### src/rtl/core/paw_pkg.sv
// Shared widths and constants for the polygon area block.
`timescale 1ns / 1ps

package paw_pkg;

  // Width of one vertex coordinate.
  localparam int CRD_W = 24;

  // Width of one coordinate product.
  localparam int PROD_W = 2 * CRD_W;

  // Width of one cross-product term (difference of two products).
  localparam int TERM_W = PROD_W + 1;

  // Width of the ring and polygon accumulators and of the result.
  localparam int ACC_W = 64;

  // Largest and smallest accumulator values.
  localparam logic signed [ACC_W-1:0] ACC_MAX = {1'b0, {(ACC_W - 1){1'b1}}};
  localparam logic signed [ACC_W-1:0] ACC_MIN = {1'b1, {(ACC_W - 1){1'b0}}};

endpackage

### src/rtl/core/polygon_area_with_holes.sv
// Streaming shoelace area of a polygon with holes, one vertex per cycle unless stalled.
`timescale 1ns / 1ps

// Usage:
//   Vertices enter on the vtx channel (vtx_valid / vtx_stall) as signed x_coord,
//   y_coord with ring_end on the closing vertex of each ring and poly_end on the
//   last vertex of the polygon (poly_end also closes the ring). Rings are given
//   closed. The first ring is the outer ring; every later ring is a hole.
//   One result per polygon leaves on the area channel (area_valid / area_stall):
//   twice_area, twice the outer area minus twice the hole areas, exact and
//   saturated to signed 64 bits.
//   Throughput: one vertex per cycle while vtx_stall is low. After the poly_end
//   vertex is transferred, the result passes through the five register stages
//   (input, products, term, ring sum, magnitude) ahead of the result register.
//   A stalled result holds in the result register while vertices keep flowing;
//   vtx_stall rises only when the next result reaches the last stage while the
//   held one is still stalled.
//   Reset clears all pipeline valid bits, the ring and polygon accumulators,
//   and marks the next vertex as the start of an outer ring.
module polygon_area_with_holes (
  input  logic                               clk,
  input  logic                               rst,
  input  logic                               vtx_valid,
  output logic                               vtx_stall,
  input  logic signed [paw_pkg::CRD_W-1:0]   x_coord,
  input  logic signed [paw_pkg::CRD_W-1:0]   y_coord,
  input  logic                               ring_end,
  input  logic                               poly_end,
  output logic                               area_valid,
  input  logic                               area_stall,
  output logic signed [paw_pkg::ACC_W-1:0]   twice_area
);

  // Saturating signed add.
  function automatic logic signed [paw_pkg::ACC_W-1:0] sat_add(
    input logic signed [paw_pkg::ACC_W-1:0] a,
    input logic signed [paw_pkg::ACC_W-1:0] b
  );
    logic signed [paw_pkg::ACC_W-1:0] sum;
    sum = a + b;
    if ((a[paw_pkg::ACC_W-1] == b[paw_pkg::ACC_W-1]) &&
        (sum[paw_pkg::ACC_W-1] != a[paw_pkg::ACC_W-1])) begin
      sum = a[paw_pkg::ACC_W-1] ? paw_pkg::ACC_MIN : paw_pkg::ACC_MAX;
    end
    return sum;
  endfunction

  // Magnitude with the most negative value mapped to the largest positive one.
  function automatic logic signed [paw_pkg::ACC_W-1:0] sat_abs(
    input logic signed [paw_pkg::ACC_W-1:0] a
  );
    logic signed [paw_pkg::ACC_W-1:0] mag;
    if (a == paw_pkg::ACC_MIN) begin
      mag = paw_pkg::ACC_MAX;
    end else if (a[paw_pkg::ACC_W-1]) begin
      mag = -a;
    end else begin
      mag = a;
    end
    return mag;
  endfunction

  // Stage registers.
  logic                               s0_valid, s1_valid, s2_valid, s3_valid, s4_valid;
  logic                               s0_first, s0_rend, s0_pend;
  logic                               s1_rend, s1_pend;
  logic                               s2_rend, s2_pend;
  logic                               s3_rend, s3_pend;
  logic                               s4_rend, s4_pend;
  logic signed [paw_pkg::CRD_W-1:0]   s0_x, s0_y, s0_px, s0_py;
  logic signed [paw_pkg::PROD_W-1:0]  s1_p1, s1_p2;
  logic signed [paw_pkg::TERM_W-1:0]  s2_term;
  logic signed [paw_pkg::ACC_W-1:0]   s3_sum;
  logic signed [paw_pkg::ACC_W-1:0]   s4_mag;

  // Running state.
  logic signed [paw_pkg::CRD_W-1:0]   prev_x, prev_y;
  logic                               ring_start;
  logic signed [paw_pkg::ACC_W-1:0]   ring_sum, ring_sum_next;
  logic signed [paw_pkg::ACC_W-1:0]   poly_acc, poly_acc_next;
  logic                               outer_pending;

  logic                               advance;
  logic                               vtx_xfer;
  logic signed [paw_pkg::PROD_W-1:0]  prod_a, prod_b;

  // The pipeline holds only when a new result must enter a stalled result register.
  assign advance   = !(s4_valid && s4_pend && area_valid && area_stall);
  assign vtx_stall = !advance;
  assign vtx_xfer  = vtx_valid && advance;

  // Cross products of the stored previous vertex and the current vertex.
  assign prod_a = s0_px * s0_y;
  assign prod_b = s0_x * s0_py;

  // Ring accumulation with saturation at every term.
  assign ring_sum_next = sat_add(ring_sum, paw_pkg::ACC_W'(s2_term));

  // Outer ring replaces the total; holes subtract their magnitude.
  assign poly_acc_next = outer_pending ? s4_mag : sat_add(poly_acc, -s4_mag);

  // Control state and valid bits.
  always_ff @(posedge clk) begin
    if (rst) begin
      s0_valid      <= 1'b0;
      s1_valid      <= 1'b0;
      s2_valid      <= 1'b0;
      s3_valid      <= 1'b0;
      s4_valid      <= 1'b0;
      area_valid    <= 1'b0;
      ring_start    <= 1'b1;
      ring_sum      <= '0;
      poly_acc      <= '0;
      outer_pending <= 1'b1;
    end else begin
      if (area_valid && !area_stall) begin
        area_valid <= 1'b0;
      end
      if (advance) begin
        s0_valid <= vtx_xfer;
        s1_valid <= s0_valid;
        s2_valid <= s1_valid;
        s3_valid <= s2_valid;
        s4_valid <= s3_valid;
        if (vtx_xfer) begin
          ring_start <= ring_end || poly_end;
        end
        if (s2_valid) begin
          ring_sum <= s2_rend ? '0 : ring_sum_next;
        end
        if (s4_valid && s4_rend) begin
          if (s4_pend) begin
            poly_acc      <= '0;
            outer_pending <= 1'b1;
            area_valid    <= 1'b1;
          end else begin
            poly_acc      <= poly_acc_next;
            outer_pending <= 1'b0;
          end
        end
      end
    end
  end

  // Payload registers of every stage.
  always_ff @(posedge clk) begin
    if (advance) begin
      if (vtx_xfer) begin
        s0_x     <= x_coord;
        s0_y     <= y_coord;
        s0_px    <= prev_x;
        s0_py    <= prev_y;
        s0_first <= ring_start;
        s0_rend  <= ring_end || poly_end;
        s0_pend  <= poly_end;
        prev_x   <= x_coord;
        prev_y   <= y_coord;
      end
      s1_p1   <= s0_first ? '0 : prod_a;
      s1_p2   <= s0_first ? '0 : prod_b;
      s1_rend <= s0_rend;
      s1_pend <= s0_pend;
      s2_term <= paw_pkg::TERM_W'(s1_p1) - paw_pkg::TERM_W'(s1_p2);
      s2_rend <= s1_rend;
      s2_pend <= s1_pend;
      s3_sum  <= ring_sum_next;
      s3_rend <= s2_rend;
      s3_pend <= s2_pend;
      s4_mag  <= sat_abs(s3_sum);
      s4_rend <= s3_rend;
      s4_pend <= s3_pend;
      if (s4_valid && s4_pend) begin
        twice_area <= poly_acc_next;
      end
    end
  end

endmodule

### config.mk
export PLATFORM = sky130hd
export DESIGN_NAME = polygon_area_with_holes
export DESIGN_NICKNAME = d
export VERILOG_FILES = /design/src/rtl/core/paw_pkg.sv /design/src/rtl/core/polygon_area_with_holes.sv
export SDC_FILE = /design/constraint.sdc
export NUM_CORES = 2
export LEC_CHECK = 0
export BUFFER_PORTS_ARGS = -buffer_cell sky130_fd_sc_hd__buf_2
export CAP_MARGIN = 10
export CORE_MARGIN = 10
export CORE_UTILIZATION = 35
export DETAILED_ROUTE_END_ITERATION = 6
export SYNTH_ARGS = -nofsm -noshare
export SYNTH_HDL_FRONTEND = slang
export SYNTH_SLANG_ARGS = --single-unit
### constraint.sdc
create_clock -name clk -period 16.84 [get_ports clk]
set_input_delay 0.842 -clock clk [delete_from_list [all_inputs] [get_ports clk]]
set_output_delay 0.842 -clock clk [all_outputs]
set_load 0.005 [all_outputs]
==> results.md <==
* Synth cell types at 91
* Hold Crit Class: in2reg
* Die width at between 400 and 500 um
* Post-DP HPWL at between 150 and 200 mm
* CTS Buffer Depth at 3
* Die area at about 230000 um^2
* Rel. slew slack at 12.0%
* Num CTS Buffers at 66
* Setup crit end kind: register
* Status: finished, violations left
* Worst-skew pair later-pin latency at about 700 ps
* Slew @ Worst Pin at approximately 1300 ps
* Core Footprint at 212000 um^2
* R2R depth at 21
* Final hold vios at 0
* Register Area at about 16000 um^2
* Final WL at 208 mm
* Worst Path Max Fanout at 26
* Layout area overhead at 7.69%
* First-pass GRT wire length at about 330 mm
* Post-synth EDFFs at approximately 440
* Layout Utilization at a little under two fifths
* Clk_skew at about 35 ps
* IO Pins at 120
* Max cap viols at 0
* Ratio of cells with drive above 1 in the final layout at between 4 and 5%
* Starting density of the core at about a third
* GP Congestion at 0.951
* Initial antenna violation count at 5
* Post-CTS setup buffers at 0
* Via count at 54.1k
* Port-buffer cells at between 100 and 150
* CTS Hold Bufs at 0
* Synth Instances at around 7.8k
* Largest net degree at the start of global routing at 84
* Most frequent cells in the layout: inv_1 (1302), fa_1 (1217), nand2_1 (924), and2_1 (555)
* Iteration-0 DRC count of the detailed router at ~4.1k
* CTS tree: built
* Gr usage total at roughly 18%
* H-Tree Depth at 3
* Post-CTS resize count at 0
* Hold path depth at 1
* Multi-input gate area at 52000 um^2
* Commonest non-fill, non-tap cell in the layout: inv_1
* CP Class: reg2reg
* Total nets after synthesis at between 9k and 10k
* Vias/cell at 5.11
* Remaining DRCs at 9
* Period utilization at around 51%
* Final #Nets at 9428
* Seq/Total Area, Yosys at 21.6%
* Drt wl/cell at between 15 and 20 um
* Pre-Repair DR Iteration Count at 7
* Synthesized cell area at ~74000 um^2
* Reg clk slew, reported paths at 60 ps
* Min Tclk post-route at approximately 8600 ps
* Vias in the first global route at between 50k and 60k
* Die H at about 480 um
* Final setup violation count at 0
* CP required at roughly 17000 ps
* Avg Inst Size Synth at approximately 9.5 um^2
* Synthesized flop and latch total at 580
* RSZ-0062 raised after global routing: no
* F_max at 116 MHz
* TNS Setup at 0 ps
* Root buffer cell: clkbuf_16
* Row count at between 150 and 200
* # clock sinks at just under 600
* Async SR Flop Fraction at 0%
* Final ANT Viol Nets at 0
* Overflow after GRT at 0
* Number of fill cells at about 21k
* Most used DFF post-synth: edfxtp_1
* YS warnings at 0
* Slew Viols, Final at 0
* Worst Path Arrival at ~9000 ps
* Failing checks: design-rule violations
* Startpoint types: register
## layer usage
layer | GRT usage, % | vias to the layer above | part of all wire, %
li1 | - | 24600 | -
met1 | 25.7 | 27400 | 46
met2 | 28.5 | 1828 | 45
met3 | 2.84 | 252 | 6.8
met4 | 4.00 | 2 | 2.4
met5 | 0 | - | 0.0034
## critical path: stages, from the launching register on
cell and delay (ps):
edfxtp_1 1110, nand2_1 210, inv_1 190, fa_1 580, fa_1 720, inv_1 210, fa_1 510, inv_1 460
fa_1 540, fa_1 570, fa_1 430, fa_1 450, ha_1 390, and2_1 240, and3_1 180, nand3_1 70
o21ai_0 400, a211oi_1 150, o31ai_1 260, a21oi_1 170, nor4b_1 370, nor4_1 110
## registers in the layout, indices dropped and copies added, names as in the netlist, 48 cells and up
signal and count:
poly_acc 64, ring_sum 64, s1_p1 48, s1_p2 48
s2_term 49, s3_sum 64, s4_mag 64, twice_area 64
## area by class of cell
cell class / instances / area share, %
Sequential cell: 580 / 20.1
Clock inverter: 31 / 0.493
Tap cell: 2821 / 4.41
Timing Repair Buffer: 202 / 1.58
Clock buffer: 89 / 2.33
Inverter: 1304 / 6.12
Antenna cell: 4 / 0.0125
Multi-Input combinational cell: 5559 / 65.0
## cells by family after synthesis
logic type / count (synthesis) / synth area share (%)
AND/OR/NAND/NOR: 2353 / 15.3
buffers and inverters: 1663 / 8.47
multiplexers: 5 / 0.0691
AO/OA/AOI/OAI: 1163 / 9.82
XOR/XNOR: 377 / 4.44
adder cells (fa/ha/maj): 1661 / 40.3
flip-flops: 580 / 21.6
## Yosys cell counts (12+ instances only)
library cell / instances / area (um^2)
edfxtp_1: 444 / 13300
nor2b_1: 68 / 425
xor2_1: 165 / 1450
nand2_1: 924 / 3470
buf_2: 15 / 75.1
inv_1: 1303 / 4890
fa_1: 1217 / 24400
a21oi_1: 342 / 1710
clkbuf_1: 327 / 1230
xnor2_1: 212 / 1860
a31oi_1: 42 / 263
nor3_1: 64 / 320
o21bai_1: 49 / 368
a21o_1: 141 / 1060
nand4_1: 42 / 263
o41ai_1: 15 / 131
a222oi_1: 19 / 190
o31ai_1: 36 / 270
or3_1: 26 / 163
dfxtp_1: 136 / 2720
o21a_1: 34 / 255
ha_1: 444 / 5560
o211ai_1: 16 / 120
nor4_1: 21 / 131
and2_1: 555 / 3470
a22oi_1: 45 / 338
and3_1: 38 / 238
nand2b_1: 51 / 319
nand3_1: 51 / 255
nor2_1: 439 / 1650
a221oi_1: 12 / 105
a22o_1: 13 / 114
o21ai_0: 293 / 1470
a211oi_1: 20 / 150
## path summary, 6_finish.rpt
check | startpoint | to | slack [ps]
min | y_coord[14] | prev_y[14]$_DFFE_PP_ | 360
max | prev_x[23]$_DFFE_PP_ | s1_p2[47]$_SDFFCE_PP0N_ | 8200
min reg2reg | s3_pend$_DFFE_PN_ | s4_pend$_DFFE_PN_ | 410
max reg2reg | prev_x[23]$_DFFE_PP_ | s1_p2[47]$_SDFFCE_PP0N_ | 8200
## through the flow
step / setup slack, ps / cell area, um^2 / instances / hold slack [ps]
after floorplan: 3550 / 74300 / 7802 / 400
after global placement: 8200 / 77700 / 10500 / 401
after detailed placement: 8210 / 77700 / 10500 / 409
after CTS: 8180 / 80000 / 10600 / 322
after global routing: 7710 / 80000 / 10600 / 329
final: 8200 / 80000 / 10600 / 362
Power is not shown: default switching activity piles up to over one toggle a cycle in this logic, so the estimate is an artifact.
